===== config.mk =====
export PLATFORM = sky130hd
export DESIGN_NAME = line_pixel_rasterizer
export DESIGN_NICKNAME = d
export VERILOG_FILES = /design/src/lpr_pkg.sv /design/src/line_pixel_rasterizer.sv /design/src/lpr_stepper.sv
export SDC_FILE = /design/constraint.sdc
export NUM_CORES = 1
export LEC_CHECK = 0
export BUFFER_PORTS_ARGS = -buffer_cell sky130_fd_sc_hd__buf_2
export CORE_ASPECT_RATIO = 2
export CORE_MARGIN = 2
export CORE_UTILIZATION = 35
export CTS_BUF_LIST = sky130_fd_sc_hd__clkbuf_4
export DETAILED_ROUTE_END_ITERATION = 12
export GPL_TIMING_DRIVEN = 0
export PLACE_DENSITY = 0.57
export REMOVE_ABC_BUFFERS = 1
export SYNTH_ARGS = -nofsm -noshare
export SYNTH_HDL_FRONTEND = slang
export SYNTH_HIERARCHICAL = 1
export SYNTH_SLANG_ARGS = --single-unit
export TNS_END_PERCENT = 100

===== constraint.sdc =====
create_clock -name clock -period 7.6 [get_ports clock]
set_clock_uncertainty 0.1 [all_clocks]
set_input_delay 1.52 -clock clock [delete_from_list [all_inputs] [get_ports clock]]
set_output_delay 1.52 -clock clock [all_outputs]
set_load 0.1 [all_outputs]

===== src/lpr_pkg.sv =====
// Shared types and constants for the line pixel rasterizer.
// No dependencies; used by lpr_stepper and line_pixel_rasterizer.
`default_nettype none

package lpr_pkg;

   localparam int COORD_BITS = 11;
   localparam int COLOR_BITS = 32;

   // Payload widths on the stream ports, rounded up to whole bytes
   localparam int REQ_FIELD_BITS = 4 * COORD_BITS + COLOR_BITS;
   localparam int REQ_DATA_BITS  = ((REQ_FIELD_BITS + 7) / 8) * 8;
   localparam int RSP_FIELD_BITS = 2 * COORD_BITS + COLOR_BITS;
   localparam int RSP_DATA_BITS  = ((RSP_FIELD_BITS + 7) / 8) * 8;

   typedef logic [COORD_BITS-1:0] coord_type;
   typedef logic [COLOR_BITS-1:0] color_type;

   typedef enum logic {
      OP_LOAD    = 1'b0,
      OP_ADVANCE = 1'b1
   } opcode_type;

   // One accepted request beat, unpacked
   typedef struct packed {
      opcode_type opcode;
      coord_type  start_x;
      coord_type  start_y;
      coord_type  end_x;
      coord_type  end_y;
      color_type  color;
   } req_item_type;

   // One pixel result
   typedef struct packed {
      coord_type pixel_x;
      coord_type pixel_y;
      color_type pixel_color;
      logic      last_pixel;
   } pixel_type;

endpackage

`default_nettype wire


===== src/line_pixel_rasterizer.sv =====
// Top level of the line pixel rasterizer: request register, stepper, result register.
// Depends on lpr_pkg and lpr_stepper.
//
// Rasterizes one line at a time. A load beat (tuser = 0) latches start point,
// end point and color and yields no result; each advance beat (tuser = 1)
// yields the next pixel, stepping one unit along the major axis (x when
// |dx| > |dy|, y otherwise) with the minor coordinate tracked exactly by a
// running quotient and remainder. The end point is not drawn, a zero-length
// line draws nothing, and the final pixel carries rsp_tlast. Advance beats
// with no line in progress are consumed silently. Every beat passes through the
// request register and then the result register, with the combinational stepper
// update between the two; one beat is taken per clock while the result register
// is empty or rsp_tready is high.
`default_nettype none

module line_pixel_rasterizer (
   input  wire                                clock,
   input  wire                                reset,
   input  wire                                req_tvalid,
   output logic                               req_tready,
   // start_x, start_y, end_x, end_y, color, zero pad
   input  wire  [lpr_pkg::REQ_DATA_BITS-1:0]  req_tdata,
   // opcode
   input  wire                                req_tuser,
   output logic                               rsp_tvalid,
   input  wire                                rsp_tready,
   // pixel_x, pixel_y, pixel_color, zero pad
   output logic [lpr_pkg::RSP_DATA_BITS-1:0]  rsp_tdata,
   output logic                               rsp_tlast
);

   localparam int CB = lpr_pkg::COORD_BITS;

   logic                  in_valid_ff, in_valid_in;
   lpr_pkg::req_item_type in_item_ff, in_item_in;
   logic                  out_valid_ff, out_valid_in;
   lpr_pkg::pixel_type    out_pix_ff, out_pix_in;
   logic                  step_en;
   logic                  pix_valid;
   lpr_pkg::pixel_type    pix;

   // Advance the request register whenever the result slot is free or draining
   always_comb begin
      step_en    = in_valid_ff && (!out_valid_ff || rsp_tready);
      req_tready = !in_valid_ff || step_en;
   end

   // Unpack an incoming beat
   always_comb begin
      in_item_in.opcode  = lpr_pkg::opcode_type'(req_tuser);
      in_item_in.start_x = req_tdata[CB-1:0];
      in_item_in.start_y = req_tdata[2*CB-1:CB];
      in_item_in.end_x   = req_tdata[3*CB-1:2*CB];
      in_item_in.end_y   = req_tdata[4*CB-1:3*CB];
      in_item_in.color   = req_tdata[4*CB+lpr_pkg::COLOR_BITS-1:4*CB];
      in_valid_in        = (req_tvalid && req_tready) || (in_valid_ff && !step_en);
   end

   lpr_stepper u_stepper (
      .clock     (clock),
      .reset     (reset),
      .step_en   (step_en),
      .item      (in_item_ff),
      .pix_valid (pix_valid),
      .pix       (pix)
   );

   // Result slot: fill on a pixel, clear when taken
   always_comb begin
      out_pix_in = out_pix_ff;
      if (step_en) begin
         out_valid_in = pix_valid;
         out_pix_in   = pix;
      end else begin
         out_valid_in = out_valid_ff && !rsp_tready;
      end
   end

   // Valid flags
   always_ff @(posedge clock) begin
      if (reset) begin
         in_valid_ff  <= 1'b0;
         out_valid_ff <= 1'b0;
      end else begin
         in_valid_ff  <= in_valid_in;
         out_valid_ff <= out_valid_in;
      end
   end

   // Payload registers
   always_ff @(posedge clock) begin
      if (req_tready) begin
         in_item_ff <= in_item_in;
      end
      out_pix_ff <= out_pix_in;
   end

   // Pack the result beat
   always_comb begin
      rsp_tvalid = out_valid_ff;
      rsp_tdata  = lpr_pkg::RSP_DATA_BITS'({out_pix_ff.pixel_color,
                                            out_pix_ff.pixel_y,
                                            out_pix_ff.pixel_x});
      rsp_tlast  = out_pix_ff.last_pixel;
   end

endmodule

`default_nettype wire


===== src/lpr_stepper.sv =====
// Line state and per-beat stepping for the line pixel rasterizer.
// Depends on lpr_pkg. Loads a line on OP_LOAD, emits one pixel per OP_ADVANCE while a line is active.
`default_nettype none

module lpr_stepper (
   input  wire                   clock,
   input  wire                   reset,
   input  wire                   step_en,
   input  lpr_pkg::req_item_type item,
   output logic                  pix_valid,
   output lpr_pkg::pixel_type    pix
);

   // Line state
   lpr_pkg::coord_type origin_x_ff, origin_x_in;
   lpr_pkg::coord_type origin_y_ff, origin_y_in;
   lpr_pkg::coord_type major_len_ff, major_len_in;
   lpr_pkg::coord_type minor_mag_ff, minor_mag_in;
   lpr_pkg::coord_type step_ff, step_in;
   lpr_pkg::coord_type quot_ff, quot_in;
   lpr_pkg::coord_type rem_ff, rem_in;
   logic               major_is_x_ff, major_is_x_in;
   logic               major_neg_ff, major_neg_in;
   logic               minor_neg_ff, minor_neg_in;
   lpr_pkg::color_type color_ff, color_in;
   logic               active_ff, active_in;

   // Load setup
   logic               x_neg, y_neg, x_major;
   lpr_pkg::coord_type abs_dx, abs_dy, ld_major_len;

   // Step datapath
   lpr_pkg::coord_type             minor_amt, major_base, minor_base;
   lpr_pkg::coord_type             major_c, minor_c;
   logic [lpr_pkg::COORD_BITS:0]   step_next, rem_sum;
   logic                           last;
   logic                           emit;

   // Endpoint deltas and axis choice; equal deltas pick y as major
   always_comb begin
      x_neg        = item.end_x < item.start_x;
      y_neg        = item.end_y < item.start_y;
      abs_dx       = x_neg ? item.start_x - item.end_x : item.end_x - item.start_x;
      abs_dy       = y_neg ? item.start_y - item.end_y : item.end_y - item.start_y;
      x_major      = abs_dx > abs_dy;
      ld_major_len = x_major ? abs_dx : abs_dy;
   end

   // Pixel coordinates from the running quotient; round the magnitude up
   // on a negative minor delta so the coordinate stays the floor
   always_comb begin
      minor_amt  = quot_ff + lpr_pkg::COORD_BITS'(minor_neg_ff && (rem_ff != '0));
      major_base = major_is_x_ff ? origin_x_ff : origin_y_ff;
      minor_base = major_is_x_ff ? origin_y_ff : origin_x_ff;
      major_c    = major_neg_ff ? major_base - step_ff : major_base + step_ff;
      minor_c    = minor_neg_ff ? minor_base - minor_amt : minor_base + minor_amt;
      step_next  = {1'b0, step_ff} + 1'b1;
      rem_sum    = {1'b0, rem_ff} + {1'b0, minor_mag_ff};
      last       = step_next >= {1'b0, major_len_ff};
      emit       = step_en && (item.opcode == lpr_pkg::OP_ADVANCE) && active_ff;

      pix_valid       = emit;
      pix.pixel_x     = major_is_x_ff ? major_c : minor_c;
      pix.pixel_y     = major_is_x_ff ? minor_c : major_c;
      pix.pixel_color = color_ff;
      pix.last_pixel  = last;
   end

   // Next state: load replaces the line, advance walks it
   always_comb begin
      origin_x_in   = origin_x_ff;
      origin_y_in   = origin_y_ff;
      major_len_in  = major_len_ff;
      minor_mag_in  = minor_mag_ff;
      step_in       = step_ff;
      quot_in       = quot_ff;
      rem_in        = rem_ff;
      major_is_x_in = major_is_x_ff;
      major_neg_in  = major_neg_ff;
      minor_neg_in  = minor_neg_ff;
      color_in      = color_ff;
      active_in     = active_ff;
      if (step_en && (item.opcode == lpr_pkg::OP_LOAD)) begin
         origin_x_in   = item.start_x;
         origin_y_in   = item.start_y;
         color_in      = item.color;
         major_is_x_in = x_major;
         major_len_in  = ld_major_len;
         minor_mag_in  = x_major ? abs_dy : abs_dx;
         major_neg_in  = x_major ? x_neg : y_neg;
         minor_neg_in  = x_major ? y_neg : x_neg;
         step_in       = '0;
         quot_in       = '0;
         rem_in        = '0;
         active_in     = ld_major_len != '0;
      end else if (emit) begin
         if (last) begin
            active_in = 1'b0;
         end else begin
            step_in = step_next[lpr_pkg::COORD_BITS-1:0];
            if (rem_sum >= {1'b0, major_len_ff}) begin
               rem_in  = lpr_pkg::COORD_BITS'(rem_sum - {1'b0, major_len_ff});
               quot_in = quot_ff + 1'b1;
            end else begin
               rem_in  = rem_sum[lpr_pkg::COORD_BITS-1:0];
            end
         end
      end
   end

   // Control state
   always_ff @(posedge clock) begin
      if (reset) begin
         active_ff <= 1'b0;
      end else begin
         active_ff <= active_in;
      end
   end

   // Line payload
   always_ff @(posedge clock) begin
      origin_x_ff   <= origin_x_in;
      origin_y_ff   <= origin_y_in;
      major_len_ff  <= major_len_in;
      minor_mag_ff  <= minor_mag_in;
      step_ff       <= step_in;
      quot_ff       <= quot_in;
      rem_ff        <= rem_in;
      major_is_x_ff <= major_is_x_in;
      major_neg_ff  <= major_neg_in;
      minor_neg_ff  <= minor_neg_in;
      color_ff      <= color_in;
   end

endmodule

`default_nettype wire

After elaboration in Yosys (flattened, before gate mapping)
Index checks and enable logic that the tools add are counted.
{ "word_totals": {"regBits": 247, "inputBits": 85, "elab_cells": 83} }
{ "classes": {"bitwise_logic": 2, "magnitude_cmp": 5, "n_reduce_logical": 22, "mux": 17, "n_addsub": 13} }
{ "op_table": {"columns": ["cell", "count"], "rows": [
  ["$mux 11", 11],
  ["$sub 11x11->11", 7],
  ["$ge 12x11->1", 2],
  ["$add 11x11->11", 2],
  ["$lt 11x11->1", 2],
  ["$reduce_bool 11->1", 2],
  ["$add 11x1->12 const B", 1],
  ["$add 11x11->12", 1],
  ["$add 11x1->11", 1],
  ["$add 11x1->11 const B", 1],
  ["$gt 11x11->1", 1],
  ["$logic_and 1x1->1", 8],
  ["$mux 1", 6],
  ["$logic_not 1->1", 4],
  ["$reduce_and 2->1", 2],
  ["$reduce_bool 2->1", 2],
  ["$logic_or 1x1->1", 3],
  ["$reduce_and 3->1", 1],
  ["$not 1->1", 2]
]} }

Longest topological paths before layout
Gate-level depths: netlist of run 1.
{ "logic_depth": {"word_depth": 7, "ltp_mapped": 26, "ltp_nobuf": 22} }

Hierarchy
The synthesis of run 1 kept the hierarchy.
{ "by_module_without_submodules": {"columns": ["mod", "n_inst", "cells_each", "area_per_inst_um2"], "rows": [
  ["lpr_stepper", 1, 1092, 9696.8],
  ["line_pixel_rasterizer", 1, 144, 4076.4]
]} }

Worst setup path before layout of run 1
OpenSTA, ideal clock, no wires.
{ "synth_path": {"path_kind": "in2reg", "startpoint": "input port rsp_tready", "endpoint": "register u_stepper.color_ff[0], enable pin", "arrival_time_ns": 5.882, "path_stages": 5, "path_slack_ns": 1.144, "path_buffers": 1, "setup_time_ns": 0.474, "t_required_ns": 7.026, "cell_sequence": "nand2b_1 and2_1 nand2b_1 inv_1 clkbuf_1"} }
{ "synth_via": {"elab_chain_cells": 3} }
{ "synth_lines": {"columns": ["item", "line_no", "text"], "rows": [
  ["start, declared", "line_pixel_rasterizer.sv:26", "input wire rsp_tready,"],
  ["$logic_or 1x1->1", "line_pixel_rasterizer.sv:44", "step_en = in_valid_ff && (!out_valid_ff || rsp_tready);"],
  ["$logic_and 1x1->1", "line_pixel_rasterizer.sv:44", null],
  ["named net step_en", "line_pixel_rasterizer.sv:38", "logic step_en;"],
  ["$logic_and 1x1->1", "lpr_stepper.sv:83", "if (step_en && (item.opcode == lpr_pkg::OP_LOAD)) begin"],
  ["end signal, assigned", "lpr_stepper.sv:132", "color_ff <= color_in;"],
  ["end, declared", "lpr_stepper.sv:25", "lpr_pkg::color_type color_ff, color_in;"]
]} }
The timed path passes the listed nets, and every way through them passes these cells.
A chain may end at the register's enable or synchronous reset.

Final worst setup path of run 1
{ "layout_path": {"startpoint": "register in_item_ff[62] (netlist bit)", "endpoint": "register u_stepper.active_ff"} }
{ "layout_via": {"elab_chain_cells": 6} }
{ "layout_lines": {"columns": ["item", "line_no", "text"], "rows": [
  ["start, declared", "line_pixel_rasterizer.sv:35", "lpr_pkg::req_item_type in_item_ff, in_item_in;"],
  ["start signal, assigned", "line_pixel_rasterizer.sv:93", "in_item_ff <= in_item_in;"],
  ["$sub 11x11->11 or $lt 11x11->1 (tied branches)", "lpr_stepper.sv:44, lpr_stepper.sv:42", null],
  ["$mux 11 (*)", "lpr_stepper.sv:44", "abs_dy = y_neg ? item.start_y - item.end_y : item.end_y - item.start_y;"],
  ["$gt 11x11->1", "lpr_stepper.sv:45", "x_major = abs_dx > abs_dy;"],
  ["$mux 11 (*)", "lpr_stepper.sv:46", "ld_major_len = x_major ? abs_dx : abs_dy;"],
  ["$reduce_bool 11->1 (*)", "lpr_stepper.sv:95", "active_in = ld_major_len != '0;"],
  ["$mux 1 (*)", "lpr_stepper.sv:83", null],
  ["end signal, assigned", "lpr_stepper.sv:116", "active_ff <= active_in;"],
  ["end, declared", "lpr_stepper.sv:26", "logic active_ff, active_in;"]
]} }
Every way passes the cells marked *; elsewhere a longest branch is shown, timed or not.

==> flow_summary.ini, run 1 <==
[status]
run_status = finished, final reports clean

[placement]
placedInstanceArea_mm2 = 0.0150
place.detailed.hpwl_um = 25500
globalplace.congestion = 0.869
io_buffers = 137
placed_cells = 1850
pre_cts_worst_setup_slack_ns = 0.876

[cells_and_area]
drive_above_1_share_pct = 19.6
fill_cells = 3814
area_growth_syn_to_layout_pct = 14.7
fin_cells = 1958
register_area_mm2 = 0.00706
design_area_mm2 = 0.0158
layout.cells.most_common = sky130_fd_sc_hd__edfxtp_1
multi_input_comb_area_mm2 = 0.00608
numnets_final = 1594
layout.cells.most_common_list = sky130_fd_sc_hd__edfxtp_1, sky130_fd_sc_hd__buf_2, sky130_fd_sc_hd__inv_1, sky130_fd_sc_hd__ha_1, sky130_fd_sc_hd__nand2_1

[clock_network]
clock_tree_from_tritoncts = done
numCtsBuffers = 57
number_of_clock_sinks = 247
worst_skew_pair.late_latency_ns = 0.73
cts.hold.buffers_added = 0
root_buffer_master = sky130_fd_sc_hd__clkbuf_4
clock_tree.buffer_depth = 3
h-tree-depth = 2
ctsResizeCount = 0
cts.reportedPaths.clkPinSlew_ns = 0.08
post_cts_repair_timing_setup_buffer_count = 0

[power_and_ir_drop]
vdd_drop_max_uv = 95.5
leakagePower_nw = 6.77
power_density_normalized_to_cell_area_mw_per_mm2 = 244
power_mw = 3.85

[logic_synthesis]
synth_cells = 1236
proportion_of_synthesized_flip_flops_having_asynchronous_set_or_reset_pct = 0
synth_enable_flop_cells = 211
postSynthRegisterBits = 247
synth.cell_area_mm2 = 0.0138
ys_dominant_reg_cell = sky130_fd_sc_hd__edfxtp_1
ys_seq_area_share_pct = 51.2
avgSynthCellArea_um2 = 11.1
synth.lib_cells_used.distinct = 75
ys.warnings.count = 6

[critical_path]
endpoint_kind = flip-flop
worst_ep_required_time_ns = 8.10
setup.worst_path.start_class = flip-flop
critPathKind = flip-flop to flip-flop
timing.critical_path.fanout_max = 24
endpoint_arrival_time_on_the_critical_path_ns = 7.30

[timing]
setup-violations-final = 0
worst_slew_margin_rel_pct = 17.3
clock.fmax_ghz = 0.147
slew_violations = 0
finalCritPeriodShare_pct = 89.5
final.min_clock_period_ns = 6.80
setup-tns-final_ns = 0
finalWorstSetupSlack_ns = 0.801
worst_slew_pin_slew_ns = 1.24
report.final.hold_viol_count = 0
rsz0062_at_grt = false

[job]
max_cap_viols = 0

[drt]
via_count = 9673
viasPerCell = 4.94
drt_iter0_drc = 415
routed_wire_length_per_instance_um = 16.7
route.final.wire_length_um = 32700
detail_route.drc_violations = 0
ant_nets = 0
drt_first_pass_iters = 5

[global_route]
maximum_number_of_pins_on_one_net_before_global_route_repair = 80
grt_most_used_layer = met2
first_global_vias = 9882
grt.total_usage_pct = 16.0
number_of_antenna_violations_at_the_first_check_in_global_routing = 1
grt_use_met3_pct = 2.71
grt.overflow.total = 0
grt.met2_usage_pct = 32.1
grt_pass1_wl_um = 50000
grt.met1_usage_pct = 13.4

[floorplan]
core-area_mm2 = 0.0388
die_height_um = 285
core.rowCount = 102
die_area_mm2 = 0.0411
design.portCount = 144
start_util_pct = 35.5
dieWidth_um = 144

[hold_path]
hold_class = flip-flop to flip-flop
## report_power, final
part | internal (mW) | switching (mW)
sequential | 1.57 | 0.0374
combinational | 0.409 | 0.726
clock | 0.588 | 0.516
total | 2.57 | 1.28
## layer usage
layer  share of wire, %  wire length, µm  vias up
li1                   -                -     4786
met1                 31            10300     4469
met2                 57            18700      319
met3                4.5             1480       99
met4                7.1             2330        0
met5                  0                0        -
## cell families after synthesis
kind of cell             count (synthesis)  share of synthesized area, %
AND/OR/NAND/NOR                        297                          10.4
flip-flops                             247                          51.2
adder cells (fa/ha/maj)                120                          11.3
AO/OA/AOI/OAI                          263                          12.2
multiplexers                            51                          3.98
buffers and inverters                  162                          4.73
other                                    1                        0.0272
XOR/XNOR                                95                          6.04
## synth_stat cells (7+ instances only)
cell type	number	share of area [%]
sky130_fd_sc_hd__buf_2	11	0.40
sky130_fd_sc_hd__inv_1	113	3.1
sky130_fd_sc_hd__o211ai_1	9	0.49
sky130_fd_sc_hd__nor4_1	14	0.64
sky130_fd_sc_hd__mux2i_1	24	1.7
sky130_fd_sc_hd__dfxtp_1	36	5.2
sky130_fd_sc_hd__ha_1	112	10
sky130_fd_sc_hd__mux2_2	25	2.0
sky130_fd_sc_hd__nor2b_1	7	0.32
sky130_fd_sc_hd__nand2_1	91	2.5
sky130_fd_sc_hd__clkbuf_1	26	0.71
sky130_fd_sc_hd__a21oi_1	87	3.2
sky130_fd_sc_hd__fa_1	8	1.2
sky130_fd_sc_hd__nand2b_1	7	0.32
sky130_fd_sc_hd__xor2_1	50	3.2
sky130_fd_sc_hd__o211a_1	7	0.51
sky130_fd_sc_hd__a31oi_1	17	0.77
sky130_fd_sc_hd__edfxtp_1	211	46
sky130_fd_sc_hd__a21o_1	27	1.5
sky130_fd_sc_hd__xnor2_1	45	2.9
sky130_fd_sc_hd__and3_1	20	0.91
sky130_fd_sc_hd__nor2_1	84	2.3
sky130_fd_sc_hd__nor3_1	16	0.58
sky130_fd_sc_hd__nand4_1	7	0.32
sky130_fd_sc_hd__and2_1	7	0.32
sky130_fd_sc_hd__o21ai_0	58	2.1
sky130_fd_sc_hd__nand3_1	16	0.58
## flip-flops by register name (all words and copies together) (netlist names), 11 cells and up
name	flops
u_stepper/color_ff	32
u_stepper/origin_y_ff	11
u_stepper/step_ff	11
u_stepper/quot_ff	11
u_stepper/major_len_ff	11
in_item_ff	77
u_stepper/minor_mag_ff	11
rsp_tdata	54
u_stepper/origin_x_ff	11
u_stepper/rem_ff	11
## per-stage QoR
stage                     utilization [%]  hold WS, ns
after floorplan                         -        0.300
after global placement               38.4        0.301
after detailed placement             38.7        0.305
after CTS                            40.7        0.269
after global routing                 40.7        0.307
final                                40.7        0.303
## worst max-delay path, stage by stage, from the launching register on
cell                        delay, ns
sky130_fd_sc_hd__edfxtp_1        0.55
sky130_fd_sc_hd__ha_1            0.51
sky130_fd_sc_hd__nand2_1         0.11
sky130_fd_sc_hd__o211a_1         0.25
sky130_fd_sc_hd__nor3_1          0.54
sky130_fd_sc_hd__nor4b_1         0.15
sky130_fd_sc_hd__o311ai_0        0.51
sky130_fd_sc_hd__xor2_1          0.35
sky130_fd_sc_hd__inv_1           0.08
sky130_fd_sc_hd__ha_1            0.31
sky130_fd_sc_hd__nand4_1         0.16
sky130_fd_sc_hd__a2111oi_0       0.69
sky130_fd_sc_hd__a211oi_1        0.27
sky130_fd_sc_hd__or2_2           0.55
sky130_fd_sc_hd__inv_1           0.60
sky130_fd_sc_hd__and3_1          0.26
sky130_fd_sc_hd__and4b_1         0.31
sky130_fd_sc_hd__o22ai_1         0.13
sky130_fd_sc_hd__o31a_1          0.25
## cell type report
cell class | count | share of cell area, %
Timing Repair Buffer | 141 | 4.94
Multi-Input combinational cell | 828 | 38.5
Tap cell | 520 | 4.12
Antenna cell | 1 | 0.0158
Inverter | 114 | 2.72
Clock inverter | 21 | 0.911
Clock buffer | 86 | 4.09
Sequential cell | 247 | 44.7
## path summary, 6_finish.rpt
path                                     from                          endpoint  slack [ns]  depth (start not counted)
max                  in_item_ff[62]$_DFFE_PP_  u_stepper/active_ff$_SDFFE_PP0P_        0.80                         18
max reg2reg          in_item_ff[62]$_DFFE_PP_  u_stepper/active_ff$_SDFFE_PP0P_        0.80                         18
min          u_stepper/color_ff[24]$_DFFE_PP_           rsp_tdata[46]$_DFFE_PP_        0.30                          0
min reg2reg  u_stepper/color_ff[24]$_DFFE_PP_           rsp_tdata[46]$_DFFE_PP_        0.30                          0
(Power assumes the default switching activity.)
==> inputs of run 2 (changes only) <==
Settings changed: CAP_MARGIN set to 20, CORE_UTILIZATION 35 to 48, PLACE_DENSITY 0.57 to 0.72.
==> flow_summary.ini, run 2 (synthesis gave the netlist of run 1 again) <==
[status]
run_status = finished, final reports clean

[global_route]
number_of_antenna_violations_at_the_first_check_in_global_routing = 1
maximum_number_of_pins_on_one_net_before_global_route_repair = 80
first_global_vias = 10020
grt_pass1_wl_um = 49500
grt.overflow.total = 0
grt.total_usage_pct = 21.4

[critical_path]
top_family_by_delay_on_critical_path = compound AO/OA/AOI/OAI gates
worst-path-buf-inv = 2
setup.worst_path.start_class = flip-flop
timing.critical_path.fanout_max = 24
crit_slowest_cell = sky130_fd_sc_hd__a211oi_1
worst_ep_required_time_ns = 8.06
endpoint_arrival_time_on_the_critical_path_ns = 6.98
critPathKind = flip-flop to flip-flop
timing.critical_path.slowest_cell_delay_ns = 0.57
cp_cell_sequence = ha_1 > a21oi_1 > o211a_1 > nor3_1 > nor4b_1 > o311ai_0 > xor2_1 > inv_1 > ha_1 > a211oi_1 > o21bai_1 > a211oi_1 > or2_2 > inv_1 > nor2_1 > nand3_1 > nor3b_1 > o22ai_1 > o31a_1
endpoint_kind = flip-flop

[cells_and_area]
layout.cells.most_common_list = sky130_fd_sc_hd__edfxtp_1, sky130_fd_sc_hd__buf_2, sky130_fd_sc_hd__inv_1, sky130_fd_sc_hd__ha_1, sky130_fd_sc_hd__nand2_1
layout.cells.most_common = sky130_fd_sc_hd__edfxtp_1
utilization_pct = 55.3
drive_above_1_share_pct = 19.6
fin_cells = 1794
numnets_final = 1595
area_growth_syn_to_layout_pct = 13.2
design_area_mm2 = 0.0156
largest_register_ffs = 77
regMostFlops = in_item_ff
fill_cells = 2407

[timing]
worst_slew_margin_rel_pct = 38.3
setup-violations-final = 0
finalWorstSetupSlack_ns = 1.09
clock.fmax_ghz = 0.154
setup-tns-final_ns = 0
worst_slew_pin_slew_ns = 0.925
rsz0062_at_grt = false
whs_ns = 0.305
slew_violations = 0
finalCritPeriodShare_pct = 85.7
final.min_clock_period_ns = 6.51
report.final.hold_viol_count = 0

[clock_network]
h-tree-depth = 2
clock_tree_from_tritoncts = done
worst_skew_pair.late_latency_ns = 0.72
number_of_clock_sinks = 247
numCtsBuffers = 56
root_buffer_master = sky130_fd_sc_hd__clkbuf_4
ctsResizeCount = 0
cts.reportedPaths.clkPinSlew_ns = 0.08
post_cts_repair_timing_setup_buffer_count = 0
clock_tree.buffer_depth = 3
cts.hold.buffers_added = 0

[floorplan]
die_area_mm2 = 0.0301
core.rowCount = 87
design.portCount = 144
die_height_um = 244
start_util_pct = 48.9
dieWidth_um = 124
core-area_mm2 = 0.0282

[placement]
globalplace.congestion = 0.924
placed_cells = 1687
io_buffers = 137
placedInstanceArea_mm2 = 0.0148
place.detailed.hpwl_um = 24000
pre_cts_worst_setup_slack_ns = 1.26

[drt]
detail_route.drc_violations = 0
viasPerCell = 5.44
drt_first_pass_iters = 4
route.final.wire_length_um = 31300
drt_iter0_drc = 402
ant_nets = 0
via_count = 9764
routed_wire_length_per_instance_um = 17.5

[power_and_ir_drop]
power_density_normalized_to_cell_area_mw_per_mm2 = 246
leakagePower_nw = 6.77
vdd_drop_max_uv = 162
power_mw = 3.84

[hold_path]
hold_class = flip-flop to flip-flop

[job]
max_cap_viols = 0
[run 2: cell types whose count changed in the layout (fill, tap and decap cells not counted), sizes merged]
cell / before / now
buf: 141 / 143
clkinvlp: 1 / 2
inv: 113 / 115
clkbuf: 86 / 83
clkinv: 19 / 17
[run 2: worst paths after layout]
kind	from	endpoint	slack (ns)	cells past startpoint
worst max-delay path	in_item_ff[60]$_DFFE_PP_	u_stepper/active_ff$_SDFFE_PP0P_	1.09	19
worst min-delay path	u_stepper/color_ff[12]$_DFFE_PP_	rsp_tdata[34]$_DFFE_PP_	0.30	0
worst max register to register	in_item_ff[60]$_DFFE_PP_	u_stepper/active_ff$_SDFFE_PP0P_	1.09	19
worst min register to register	u_stepper/color_ff[12]$_DFFE_PP_	rsp_tdata[34]$_DFFE_PP_	0.30	0
[run 2: area by class of cell]
class	instances	area, µm²	area share [%]
timing repair buffer	143	807	5.18
clock buffer	83	623	4.00
inverter	114	430	2.76
tap	356	445	2.86
sequential	247	7060	45.3
clock inverter	22	151	0.971
antenna	1	2.50	0.0160
multi-input combinational	828	6080	39.0
[run 2: per-layer routing]
metal  routed length [µm]  vias to the layer above  track usage, %
met3                 1420                      105            3.70
met2                17200                      282            40.1
met1                10500                     4581            20.1
met5                    0                        -               0
li1                     -                     4796               -
met4                 2220                        0            14.5
[run 2: worst reg2reg max path: cells and delay by family, from the launching register on]
kind	cells	cell delay, ns
AO/OA/AOI/OAI	8	2.09
XOR/XNOR	1	0.52
adder cells (fa/ha/maj)	2	0.84
buffers and inverters	2	0.55
flip-flops	1	0.47
AND/OR/NAND/NOR	6	1.81
[run 2: report_power, final]
group	switching (mW)	internal [mW]	leakage (nW)
registers	0.0380	1.57	2.35
logic	0.728	0.410	3.97
clock network	0.522	0.575	0.454
total	1.29	2.56	6.77
